==> src/hw/rtl/sfas_pkg.sv <==
// shared types and constants for the truncating single-precision adder
`default_nettype none
package sfas_pkg;
  localparam int unsigned QueueDepth = 2;
  localparam logic [23:0] HiddenBit = 24'h800000;
  localparam logic [7:0] ExpInf = 8'hFF;
  localparam logic [3:0] NearLimit = 4'd8;

  typedef struct packed {
    logic [31:0] operand_a;
    logic [31:0] operand_b;
    logic        mode;
  } in_item_t;

  typedef struct packed {
    logic [31:0] sum_bits;
    logic        range_error;
  } out_item_t;

  // classified operation handed from front to back
  typedef struct packed {
    logic        cancel;
    logic        near;
    logic        sub;
    logic        sign;
    logic [7:0]  exp_large;
    logic [7:0]  exp_small;
    logic [23:0] sig_large;
    logic [23:0] sig_small;
    logic [7:0]  diff;
  } op_t;
endpackage
`default_nettype wire

==> src/hw/rtl/sfas_if.sv <==
// valid/ready channel interfaces
`default_nettype none
interface sfas_in_if;
  logic valid;
  logic ready;
  sfas_pkg::in_item_t data;
  modport source(output valid, output data, input ready);
  modport sink(input valid, input data, output ready);
endinterface

interface sfas_out_if;
  logic valid;
  logic ready;
  sfas_pkg::out_item_t data;
  modport source(output valid, output data, input ready);
  modport sink(input valid, input data, output ready);
endinterface
`default_nettype wire

==> src/hw/rtl/single_float_add_sub_truncating.sv <==
// path: an input passes the front, queue, add and normalize registers on its way to the result
// throughput: one item per cycle while the output is ready; the queue lets front and back stall independently
// the adder stage and the normalize stage each hold one item
// reset: synchronous active-high rst empties all stages and the queue
// top level of the truncating single-precision adder/subtractor
`default_nettype none
module single_float_add_sub_truncating #(
  parameter int unsigned QDepth = sfas_pkg::QueueDepth
) (
  input wire logic clk,
  input wire logic rst,
  sfas_in_if.sink  in_ch,
  sfas_out_if.source out_ch
);
  import sfas_pkg::*;
  logic f_valid, f_ready, b_valid, b_ready;
  op_t f_data, b_data;

  sfas_front u_front (
    .clk, .rst,
    .in_valid(in_ch.valid), .in_ready(in_ch.ready), .in_data(in_ch.data),
    .op_valid(f_valid), .op_ready(f_ready), .op_data(f_data)
  );

  sfas_queue #(.Depth(QDepth)) u_queue (
    .clk, .rst,
    .wr_valid(f_valid), .wr_ready(f_ready), .wr_data(f_data),
    .rd_valid(b_valid), .rd_ready(b_ready), .rd_data(b_data)
  );

  sfas_back u_back (
    .clk, .rst,
    .op_valid(b_valid), .op_ready(b_ready), .op_data(b_data),
    .res_valid(out_ch.valid), .res_ready(out_ch.ready), .res_data(out_ch.data)
  );
endmodule
`default_nettype wire

==> src/hw/rtl/sfas_front.sv <==
// front: unpacks, orders operands by magnitude and classifies
`default_nettype none
module sfas_front (
  input  wire logic            clk,
  input  wire logic            rst,
  input  wire logic            in_valid,
  output logic                 in_ready,
  input  wire sfas_pkg::in_item_t in_data,
  output logic                 op_valid,
  input  wire logic            op_ready,
  output sfas_pkg::op_t        op_data
);
  import sfas_pkg::*;
  logic       sa, sb, swap;
  logic [7:0] ea, eb;
  logic [22:0] ma, mb;
  op_t op_next;

  always_comb begin
    sa = in_data.operand_a[31];
    ea = in_data.operand_a[30:23];
    ma = in_data.operand_a[22:0];
    sb = in_data.operand_b[31] ^ in_data.mode;
    eb = in_data.operand_b[30:23];
    mb = in_data.operand_b[22:0];
    swap = (eb > ea) || ((eb == ea) && (mb > ma));
    op_next.cancel = (ea == eb) && (ma == mb) && (sa != sb);
    op_next.sub = sa != sb;
    op_next.sign = swap ? sb : sa;
    op_next.exp_large = swap ? eb : ea;
    op_next.exp_small = swap ? ea : eb;
    op_next.sig_large = HiddenBit | {1'b0, swap ? mb : ma};
    op_next.sig_small = HiddenBit | {1'b0, swap ? ma : mb};
    op_next.diff = op_next.exp_large - op_next.exp_small;
    op_next.near = op_next.diff <= {4'd0, NearLimit};
  end

  assign in_ready = !op_valid || op_ready;

  always_ff @(posedge clk) begin
    if (rst) begin
      op_valid <= 1'b0;
    end else if (in_ready) begin
      op_valid <= in_valid;
    end
  end

  always_ff @(posedge clk) begin
    if (in_ready && in_valid) begin
      op_data <= op_next;
    end
  end
endmodule
`default_nettype wire

==> src/hw/rtl/sfas_queue.sv <==
// small fifo between front and back
`default_nettype none
module sfas_queue #(
  parameter int unsigned Depth = sfas_pkg::QueueDepth
) (
  input  wire logic          clk,
  input  wire logic          rst,
  input  wire logic          wr_valid,
  output logic               wr_ready,
  input  wire sfas_pkg::op_t wr_data,
  output logic               rd_valid,
  input  wire logic          rd_ready,
  output sfas_pkg::op_t      rd_data
);
  import sfas_pkg::*;
  localparam int unsigned AW = (Depth > 1) ? $clog2(Depth) : 1;
  op_t mem [Depth];
  logic [AW-1:0] wp, rp;
  logic [AW:0] count;
  logic wr_en, rd_en;

  assign wr_ready = count < (AW+1)'(Depth);
  assign rd_valid = count != '0;
  assign wr_en = wr_valid && wr_ready;
  assign rd_en = rd_valid && rd_ready;
  assign rd_data = mem[rp];

  always_ff @(posedge clk) begin
    if (rst) begin
      wp <= '0;
      rp <= '0;
      count <= '0;
    end else begin
      if (wr_en) begin
        wp <= (wp == AW'(Depth - 1)) ? '0 : wp + 1'b1;
      end
      if (rd_en) begin
        rp <= (rp == AW'(Depth - 1)) ? '0 : rp + 1'b1;
      end
      count <= count + (AW+1)'(wr_en) - (AW+1)'(rd_en);
    end
  end

  always_ff @(posedge clk) begin
    if (wr_en) begin
      mem[wp] <= wr_data;
    end
  end

`ifndef SYNTHESIS
  a_no_overflow: assert property (@(posedge clk) disable iff (rst)
    count <= (AW+1)'(Depth)) else $error("queue count beyond depth");
  a_count_up: assert property (@(posedge clk) disable iff (rst)
    wr_en && !rd_en |=> count == $past(count) + 1'b1) else $error("count did not rise");
  a_count_dn: assert property (@(posedge clk) disable iff (rst)
    rd_en && !wr_en |=> count == $past(count) - 1'b1) else $error("count did not fall");
`endif
endmodule
`default_nettype wire

==> src/hw/rtl/sfas_back.sv <==
// back: aligns, adds, normalizes with truncation and packs
`default_nettype none
module sfas_back (
  input  wire logic          clk,
  input  wire logic          rst,
  input  wire logic          op_valid,
  output logic               op_ready,
  input  wire sfas_pkg::op_t op_data,
  output logic               res_valid,
  input  wire logic          res_ready,
  output sfas_pkg::out_item_t res_data
);
  import sfas_pkg::*;
  // stage 1: alignment and add
  logic        s1_valid;
  logic [32:0] s1_sum;
  logic signed [9:0] s1_exp;
  logic        s1_sign, s1_cancel;
  logic        s1_ready;
  logic [32:0] big, addend, sum_next;
  logic [23:0] sh_small;

  always_comb begin
    big = {9'd0, op_data.sig_large} << op_data.diff[3:0];
    sh_small = (op_data.diff >= 8'd32) ? 24'd0 : op_data.sig_small >> op_data.diff[4:0];
    if (op_data.near) begin
      addend = {9'd0, op_data.sig_small};
    end else begin
      big = {9'd0, op_data.sig_large};
      addend = {9'd0, sh_small};
    end
    sum_next = op_data.sub ? big - addend : big + addend;
  end

  assign s1_ready = !res_valid || res_ready;
  assign op_ready = !s1_valid || s1_ready;

  always_ff @(posedge clk) begin
    if (rst) begin
      s1_valid <= 1'b0;
    end else if (op_ready) begin
      s1_valid <= op_valid;
    end
  end

  always_ff @(posedge clk) begin
    if (op_ready && op_valid) begin
      s1_sum <= sum_next;
      s1_exp <= {2'b00, op_data.near ? op_data.exp_small : op_data.exp_large};
      s1_sign <= op_data.sign;
      s1_cancel <= op_data.cancel;
    end
  end

  // stage 2: normalize with floor at biased exponent 1
  logic [5:0] msb;
  logic [4:0] lz, lim;
  logic [32:0] norm;
  logic signed [9:0] rexp;
  out_item_t res_next;

  always_comb begin
    msb = '0;
    for (int i = 0; i < 33; i++) begin
      if (s1_sum[i]) msb = 6'(i);
    end
    norm = s1_sum;
    rexp = s1_exp;
    lz = '0;
    lim = '0;
    if (msb > 6'd23) begin
      norm = s1_sum >> (msb - 6'd23);
      rexp = s1_exp + 10'(msb - 6'd23);
    end else if (s1_sum != '0) begin
      lz = 5'(6'd23 - msb);
      // shift left no further than exponent 1
      lim = (s1_exp <= 10'sd1) ? 5'd0 :
            ((s1_exp - 10'sd1) < 10'sd24 ? 5'(s1_exp - 10'sd1) : 5'd23);
      if (lz > lim) lz = lim;
      norm = s1_sum << lz;
      rexp = s1_exp - 10'(lz);
    end else begin
      lim = (s1_exp <= 10'sd1) ? 5'd0 : 5'd23;
      rexp = (s1_exp <= 10'sd1) ? s1_exp : 10'sd1;
    end
    res_next.range_error = 1'b0;
    if (s1_cancel) begin
      res_next.sum_bits = '0;
    end else if (rexp >= 10'sd255) begin
      res_next.sum_bits = {s1_sign, ExpInf, 23'd0};
      res_next.range_error = 1'b1;
    end else if (rexp < 10'sd0) begin
      res_next.sum_bits = {s1_sign, 31'd0};
      res_next.range_error = 1'b1;
    end else begin
      res_next.sum_bits = {s1_sign, rexp[7:0], norm[22:0]};
    end
  end

  always_ff @(posedge clk) begin
    if (rst) begin
      res_valid <= 1'b0;
    end else if (s1_ready) begin
      res_valid <= s1_valid;
    end
  end

  always_ff @(posedge clk) begin
    if (s1_ready && s1_valid) begin
      res_data <= res_next;
    end
  end

`ifndef SYNTHESIS
  a_hold: assert property (@(posedge clk) disable iff (rst)
    res_valid && !res_ready |=> res_valid && $stable(res_data)) else $error("result dropped");
  a_inf_flag: assert property (@(posedge clk) disable iff (rst)
    res_valid && res_data.range_error |-> res_data.sum_bits[30:23] == ExpInf)
    else $error("flag without saturation");
  a_s1_stall: assert property (@(posedge clk) disable iff (rst)
    s1_valid && !s1_ready |=> s1_valid) else $error("stage lost");
`endif
endmodule
`default_nettype wire

==> src/flat_wrapper.sv <==
// flat-port wrapper written by rule: the top's interface ports become plain ports
module single_float_add_sub_truncating_flat import sfas_pkg::*;
#(
  parameter int unsigned QDepth = sfas_pkg::QueueDepth
)
  (clk, rst, in_ch_valid, in_ch_data, in_ch_ready, out_ch_valid, out_ch_data, out_ch_ready);
  sfas_in_if in_ch_i ();
  sfas_out_if out_ch_i ();
  input wire logic clk;
  input wire logic rst;
  input wire logic [$bits(in_ch_i.valid)-1:0] in_ch_valid;
  input wire logic [$bits(in_ch_i.data)-1:0] in_ch_data;
  output wire logic [$bits(in_ch_i.ready)-1:0] in_ch_ready;
  output wire logic [$bits(out_ch_i.valid)-1:0] out_ch_valid;
  output wire logic [$bits(out_ch_i.data)-1:0] out_ch_data;
  input wire logic [$bits(out_ch_i.ready)-1:0] out_ch_ready;
  assign in_ch_i.valid = in_ch_valid;
  assign in_ch_i.data = in_ch_data;
  assign in_ch_ready = in_ch_i.ready;
  assign out_ch_valid = out_ch_i.valid;
  assign out_ch_data = out_ch_i.data;
  assign out_ch_i.ready = out_ch_ready;
  single_float_add_sub_truncating #(.QDepth(QDepth)) u_core (.clk(clk), .rst(rst), .in_ch(in_ch_i), .out_ch(out_ch_i));
endmodule
==> config.mk <==
export PLATFORM = sky130hd
export DESIGN_NAME = single_float_add_sub_truncating_flat
export DESIGN_NICKNAME = d
export VERILOG_FILES = /design/src/hw/rtl/sfas_pkg.sv /design/src/hw/rtl/sfas_if.sv /design/src/hw/rtl/single_float_add_sub_truncating.sv /design/src/hw/rtl/sfas_front.sv /design/src/hw/rtl/sfas_queue.sv /design/src/hw/rtl/sfas_back.sv /design/src/flat_wrapper.sv
export SDC_FILE = /design/constraint.sdc
export NUM_CORES = 1
export LEC_CHECK = 0
export BUFFER_PORTS_ARGS = -buffer_cell sky130_fd_sc_hd__buf_2
export CAP_MARGIN = 20
export CORE_UTILIZATION = 35
export CTS_CLUSTER_DIAMETER = 50
export DETAILED_ROUTE_END_ITERATION = 16
export PLACE_DENSITY_LB_ADDON = 0.05
export SLEW_MARGIN = 30
export SYNTH_ARGS = -nofsm -noshare
export SYNTH_HDL_FRONTEND = slang
export SYNTH_SLANG_ARGS = --single-unit
==> constraint.sdc <==
create_clock -name clk -period 10.7 [get_ports clk]
set_clock_uncertainty 0.2 [all_clocks]
set_input_delay 2.14 -clock clk [delete_from_list [all_inputs] [get_ports clk]]
set_output_delay 2.14 -clock clk [all_outputs]
set_load 0.005 [all_outputs]
# Word-level counts from Yosys, hierarchy flattened
# Memories as Yosys holds them, arrays and structs flattened. A register that Yosys moved wholly into a read port is not among the register bits.
# Index checks and enable logic that the tools add are counted.
# totals
memories,1
reg_bits,157
ramBits,148
latchBits,0
wordCells,134
input_bits,69
rom_bits,0
output_inout_bits,35
# classes
bitwise,1
n_eq_ne,4
n_lt_le_gt_ge,11
n_shift,4
mux,61
add_sub_neg,13
n_reduce_logical,17
n_mul,0
div,0
# mem_list
memory,depth,width,read_ports,rd_clocked_by_memory_dff,wr,line_no,rtl
u_core.u_queue.mem,2,74,1,1,1,sfas_queue.sv:17,op_t mem [Depth];
# ops
cell,count
6-bit two-way mux,31
23-bit two-way mux,4
33-bit two-way mux,2
24-bit two-way mux,2
33-bit adder,1
33-bit nonzero test,1
24-bit by 4-bit left shift with 33-bit output,1
33-bit by 5-bit left shift with 23-bit output,1
33-bit by 6-bit >> shifter with 23-bit output,1
33-bit subtractor,1
32-bit two-way mux,1
8-bit two-way mux,4
31-bit two-way mux,1
5-bit two-way mux,5
24-bit by 5-bit >> shifter with 24-bit output,1
23-bit equality test,1
23-bit greater-than comparator,1
10-bit two-way mux,2
8-bit equality test,2
9-bit by 7-bit adder with 10-bit output,1
"10-bit by 9-bit greater-or-equal comparator with 1-bit output, second input constant",1
"10-bit by 1-bit < comparator with 1-bit output, second input constant",1
"10-bit by 6-bit < comparator with 1-bit output, second input constant",1
1-bit two-way mux,9
other kinds (23),35

# Logic depth before layout (Yosys ltp)
# logic_depth
ltp_word,43
ltp_mapped,38
mapped_depth_nobuf,29

# Hierarchy
# A second synthesis with hierarchy kept.
# hier_totals
hier_cells,1951
area_unflattened_um2,21863.5
# modules_own_cells
module,instances,area_per_inst_um2,cells_each,seq_area_each_um2
sfas_back,1,11726.2,1327,2322.2
sfas_queue,1,5874.4,263,4664.5
sfas_front,1,4262.8,361,2242.2

# Least setup slack after synthesis
# OpenSTA, ideal clock, no wires.
# synth_path
path_kind,register to register
startpoint,register u_core.u_back.s1_sum[16]
endpoint,"register u_core.u_back.res_data[17] in the netlist's numbering, data pin"
path_stages_with_launch,35
n_path_buf,8
slack_ns,3.264
t_arrival_ns,6.964
synth_period_minus_slack_ns,7.436
cell_sequence,edfxtp_1 > or3_1 > a311oi_1 > o21ai_1 > a21o_1 > buf_6 > inv_2 > buf_6 > buf_2 > buf_2 > ha_1 > nor2b_1 > o21a_1 > o21ai_0 > nand2_1 > and2_1 > clkbuf_1 > o21a_1 > inv_1 > buf_2 > buf_2 > ha_1 > inv_1 > fa_1 > a21o_1 > a21oi_1 > o21ai_0 > or4_2 > o31ai_4 > nor4b_4 > a21oi_2 > nor2b_1 > buf_2 > nor2b_1 > or4_1
# synth_between
elab_chain_len,27
elab_cells_between_ends,37
classes_between,add/sub: 5; order compare: 4; shift: 2; mux: 24; reduce/logical: 2
# synth_rtl
element,line_no,rtl
"start, declared",sfas_back.sv:16,logic [32:0] s1_sum;
"start signal, assigned",sfas_back.sv:48,s1_sum <= sum_next;
6-bit two-way mux (17 in series),sfas_back.sv:65,if (s1_sum[i]) msb = 6'(i);
5-bit subtractor,sfas_back.sv:75,lz = 5'(6'd23 - msb);
5-bit greater-than comparator,sfas_back.sv:79,if (lz > lim) lz = lim;
5-bit two-way mux,sfas_back.sv:79,
5-bit two-way mux,sfas_back.sv:74,end else if (s1_sum != '0) begin
5-bit two-way mux,sfas_back.sv:71,if (msb > 6'd23) begin
8-bit by 5-bit subtractor with 9-bit output,sfas_back.sv:81,rexp = s1_exp - 10'(lz);
10-bit two-way mux,sfas_back.sv:74,
10-bit two-way mux,sfas_back.sv:71,
10-bit by 9-bit greater-or-equal comparator with 1-bit output or 10-bit by 1-bit < comparator with 1-bit output (tied branches),"sfas_back.sv:89, sfas_back.sv:92",
3-bit OR reduction (no line),n/a,
"end signal, assigned",sfas_back.sv:110,res_data <= res_next;
"end, declared",sfas_back.sv:11,output sfas_pkg::out_item_t res_data
# Several ways; a longest one is shown, not always the timed one. The select of a mux whose other input is x is not followed.
# A chain may end at the register's enable or synchronous reset.

# Worst setup path in the final report
# layout_path
startpoint,register u_core.u_back.s1_sum[32]
endpoint,"register u_core.u_back.res_data[17] in the netlist's numbering, data pin"
# layout_between
elab_chain_len,11
elab_cells_between_ends,21
classes_between,add/sub: 5; order compare: 4; shift: 2; mux: 8; reduce/logical: 2
# layout_rtl
element,line_no
6-bit two-way mux,sfas_back.sv:65
5-bit subtractor,sfas_back.sv:75
5-bit greater-than comparator,sfas_back.sv:79
5-bit two-way mux,sfas_back.sv:79
5-bit two-way mux,sfas_back.sv:74
5-bit two-way mux,sfas_back.sv:71
8-bit by 5-bit subtractor with 9-bit output,sfas_back.sv:81
10-bit two-way mux,sfas_back.sv:74
10-bit two-way mux,sfas_back.sv:71
10-bit by 9-bit greater-or-equal comparator with 1-bit output or 10-bit by 1-bit < comparator with 1-bit output (tied branches),"sfas_back.sv:89, sfas_back.sv:92"
3-bit OR reduction (no line),n/a
# Several ways; a longest one is shown, not always the timed one. The select of a mux whose other input is x is not followed.

==> flow_summary.ini <==
[timing]
worst_pin_slew_ps = 923
finalCritPeriodShare_pct = 80.9
max_transition_viols_final = 0
finalSetupTns_ps = 0
setup_viol = 0
unrepaired_setup_endpoints_after_global_routing = false
setup_slack_ps = 2050
final-hold-violation-count = 0
fmax_mhz = 116
max_slew_margin_pct = 38.2
final.hold.worst_slack_ps = 238
finalWorstPathRequiredPeriod_ps = 8650

[yosys]
ys_warn_count = 0
synth_cell_types = 101
yosysTopAreaCellShare_pct = 41.6
synthMostInstantiatedCell = sky130_fd_sc_hd__edfxtp_1
yosys-mux-area-fraction_pct = 13.8
synth_enable_flop_cells = 298
synth-compound-area-share_pct = 17.1
share_of_synthesized_cell_area_in_full_adder_half_adder_and_majority_cells_pct = 5.57
post_synth_inst_count = 2165
yosys-top-cells-area = sky130_fd_sc_hd__edfxtp_1, sky130_fd_sc_hd__mux2i_1, sky130_fd_sc_hd__ha_1
postSynth.asyncResetShare_pct = 0
postSynth.topFlopCell = sky130_fd_sc_hd__edfxtp_1
synth.avg_cell_area_um2 = 9.95
synth_simple_gate_area_share_pct = 13.6
combinational_family_with_the_most_area_after_synthesis = compound AO/OA/AOI/OAI gates
post_synth_instance_area_um2 = 21500
post-synth-top-area-cell = sky130_fd_sc_hd__edfxtp_1
yosys_register_bits = 306
yosysSeqAreaShare_pct = 42.3
synth.net_count = 2328
yosys-top-cells-count = sky130_fd_sc_hd__edfxtp_1, sky130_fd_sc_hd__nand2_1, sky130_fd_sc_hd__mux2i_1, sky130_fd_sc_hd__o21ai_0
synth_area_in_xor_xnor_pct = 3.10

[clock_network]
clk-insertion-delay-late_ps = 550
post_cts.resized_instances = 0
clock_sinks = 306
cts_htree_levels = 2
cts_tree = built
post-cts-setup-buffers = 0
clock_tree.root_cell = sky130_fd_sc_hd__clkbuf_16
ctsLongestPathBuffers = 3
numCtsBuffers = 38
hold_buffers = 0
cts.clk_slew.worst_paths_ps = 60

[grt]
grt_start_max_net_pins = 73
grt.total_usage_pct = 19.8
grt_first_pass_wirelength_um = 96300
vias_in_the_first_global_route = 16136
global_route.overflow_total = 0
grt_antenna_before_repair = 1

[routing]
total_vias_in_the_final_route = 16742
vias_per_cell = 5.56
number_of_drc_violations_after_detailed_routing_iteration_0 = 1397
routed_wirelength_um = 63400
drtAntennaViolNets = 0
avgRoutedWirePerCell_um = 21.0
detail_route.first_pass.iterations = 5
drt_drc_violations_left = 0

[floorplan]
floorplan.rows = 90
fp.dieW_um = 250
floorplan.initialDensity_pct = 35.5
core_region_area_um2 = 60600
design.portCount = 104
floorplan.die.height_um = 250
design.die.area_um2 = 62500

[placed_design]
dp_hpwl_um = 48300
dp_cells = 2945
finalWeightedCongestion = 0.902
port-buffer-count = 103
dp_slack_ps = 2140

[worst_setup_path]
cell_with_the_largest_stage_delay_on_the_worst_path = sky130_fd_sc_hd__o21ai_4
startpoint_type = flop
timing.critical_path.arrival_ps = 8740
worst_ep_required_time_ps = 10790
worst-r2r-cell-count = 26
path_max_fanout = 30
crit_path_frequent_cell = sky130_fd_sc_hd__nor2b_1
path_class = flop to flop
timing.critical_path.to = u_core.u_back.res_data[17]
worst_r2r_endpoint = u_core.u_back.res_data[17]
r2r-start = u_core.u_back.s1_sum[32]
critical_path.startpoint = u_core.u_back.s1_sum[32]
timing.critical_path.slowest_cell_delay_ps = 750
worst_setup_path_end_kind = flop
ff2ff_setup_slack_ps = 2050

[final_layout]
final_layout_size_suffix_gt1_share_pct = 13.4
finalNonFillerCells = 3013
growth_of_design_area_from_synthesis_to_finish_pct = 10.8
n_fill_cell = 5994
n_antenna_cell = 0
finish.net_count = 2366

[flow_run]
drv.max_cap_violation_count = 0

[run_status]
outcome = complete, no violations

[worst_hold_path]
hold_path.class = flop to flop
-- how the worst min path moves through the flow --
| stage | slack, ps | from | depth (start not counted) | endpoint |
|---|---|---|---|---|
| finish | 240 | u_core.u_front.op_data[72] | 0 | u_core.u_queue.mem[0][70] |
| global route | 250 | u_core.u_front.op_data[15] | 0 | u_core.u_queue.mem[1][15] |
| CTS | 240 | u_core.u_front.op_data[41] | 0 | u_core.u_queue.mem[0][40] |
| detailed placement | 230 | u_core.u_front.op_data[24] | 0 | u_core.u_queue.mem[0][24] |
| global placement | 220 | u_core.u_front.op_data[27] | 0 | u_core.u_queue.mem[0][27] |
| floorplan | 220 | u_core.u_front.op_data[0] | 0 | u_core.u_queue.mem[0][0] |
-- logic make-up after synthesis --
logic type | after synthesis
AOI/OAI and AO/OA | 579
xor gates and xnor gates | 74
adders and majority gates | 94
buffers and inverters | 222
DFF | 306
muxes | 273
and+or+nand+nor | 617
-- state kept, by name, summed over array words and instances, names as in the netlist, named ones only --
| register | count |
|---|---|
| u_core.u_front.op_valid | 1 |
| u_core.u_back.s1_sign | 1 |
| u_core.u_back.s1_sum | 33 |
| u_core.u_queue.mem | 148 |
| u_core.u_back.s1_exp | 8 |
| u_core.u_front.op_data | 74 |
| u_core.u_queue.count | 2 |
| u_core.u_back.s1_valid | 1 |
| u_core.u_queue.wp | 1 |
| u_core.u_back.s1_cancel | 1 |
| u_core.u_queue.rp | 1 |
| u_core.u_back.res_valid | 1 |
| u_core.u_back.res_data | 33 |
-- layer usage --
layer / track usage [%] / share of wire (%) / up-vias
met1: 27.7 / 47 / 8070
met3: 2.48 / 4.1 / 104
met5: 0 / 0 / -
li1: - / - / 8166
met4: 6.75 / 3.0 / 0
met2: 31.6 / 46 / 402
-- cell usage in the layout (no fill, tap or decap), types with 13 or more instances in the layout --
| master | Yosys | final |
|---|---|---|
| sky130_fd_sc_hd__and2_1 | 15 | 13 |
| sky130_fd_sc_hd__buf_4 | 5 | 20 |
| sky130_fd_sc_hd__a21o_1 | 17 | 17 |
| sky130_fd_sc_hd__buf_2 | 35 | 103 |
| sky130_fd_sc_hd__nand3_1 | 54 | 54 |
| sky130_fd_sc_hd__ha_1 | 91 | 91 |
| sky130_fd_sc_hd__edfxtp_1 | 298 | 298 |
| sky130_fd_sc_hd__xor2_1 | 20 | 20 |
| sky130_fd_sc_hd__nand2_1 | 225 | 224 |
| sky130_fd_sc_hd__o21bai_1 | 16 | 16 |
| sky130_fd_sc_hd__xnor2_1 | 53 | 52 |
| sky130_fd_sc_hd__o21a_1 | 19 | 19 |
| sky130_fd_sc_hd__inv_1 | 94 | 94 |
| sky130_fd_sc_hd__mux2i_1 | 210 | 206 |
| sky130_fd_sc_hd__nor3_1 | 44 | 44 |
| sky130_fd_sc_hd__a211oi_1 | 38 | 38 |
| sky130_fd_sc_hd__a31oi_1 | 23 | 23 |
| sky130_fd_sc_hd__o21ai_0 | 173 | 173 |
| sky130_fd_sc_hd__a21oi_1 | 155 | 154 |
| sky130_fd_sc_hd__nor2b_1 | 30 | 28 |
| sky130_fd_sc_hd__nand4_1 | 15 | 15 |
| sky130_fd_sc_hd__nor2_1 | 155 | 153 |
| sky130_fd_sc_hd__clkbuf_16 | 0 | 39 |
| sky130_fd_sc_hd__o22ai_1 | 15 | 15 |
| sky130_fd_sc_hd__mux2_2 | 47 | 47 |
| sky130_fd_sc_hd__o211ai_1 | 18 | 18 |
-- final cells by class --
type | count | area (um^2) | share of cell area (%)
Inverter | 97 | 364 | 1.53
Timing Repair Buffer | 123 | 666 | 2.79
Multi-Input combinational cell | 1637 | 11500 | 48.3
Tap cell | 782 | 978 | 4.10
Sequential cell | 306 | 9110 | 38.2
Clock buffer | 45 | 998 | 4.19
Clock inverter | 23 | 201 | 0.845
-- per-stage QoR --
stage	util, %	cell area [um^2]
floorplan	-	21500
global placement	37.4	22600
detailed placement	37.4	22700
CTS	39.4	23900
global route	39.4	23900
finish	39.4	23900
-- worst max-delay path, delay by kind of cell (launching register included) --
| kind | cells | cell delay, ps |
|---|---|---|
| adders and majority gates | 2 | 690 |
| buffers and inverters | 2 | 1130 |
| and+or+nand+nor | 11 | 2130 |
| DFF | 1 | 690 |
| AOI/OAI and AO/OA | 11 | 3550 |
Power is left out: the tool's default activity adds up to more than one toggle a clock period on the data nets, which glitch-free logic cannot reach.
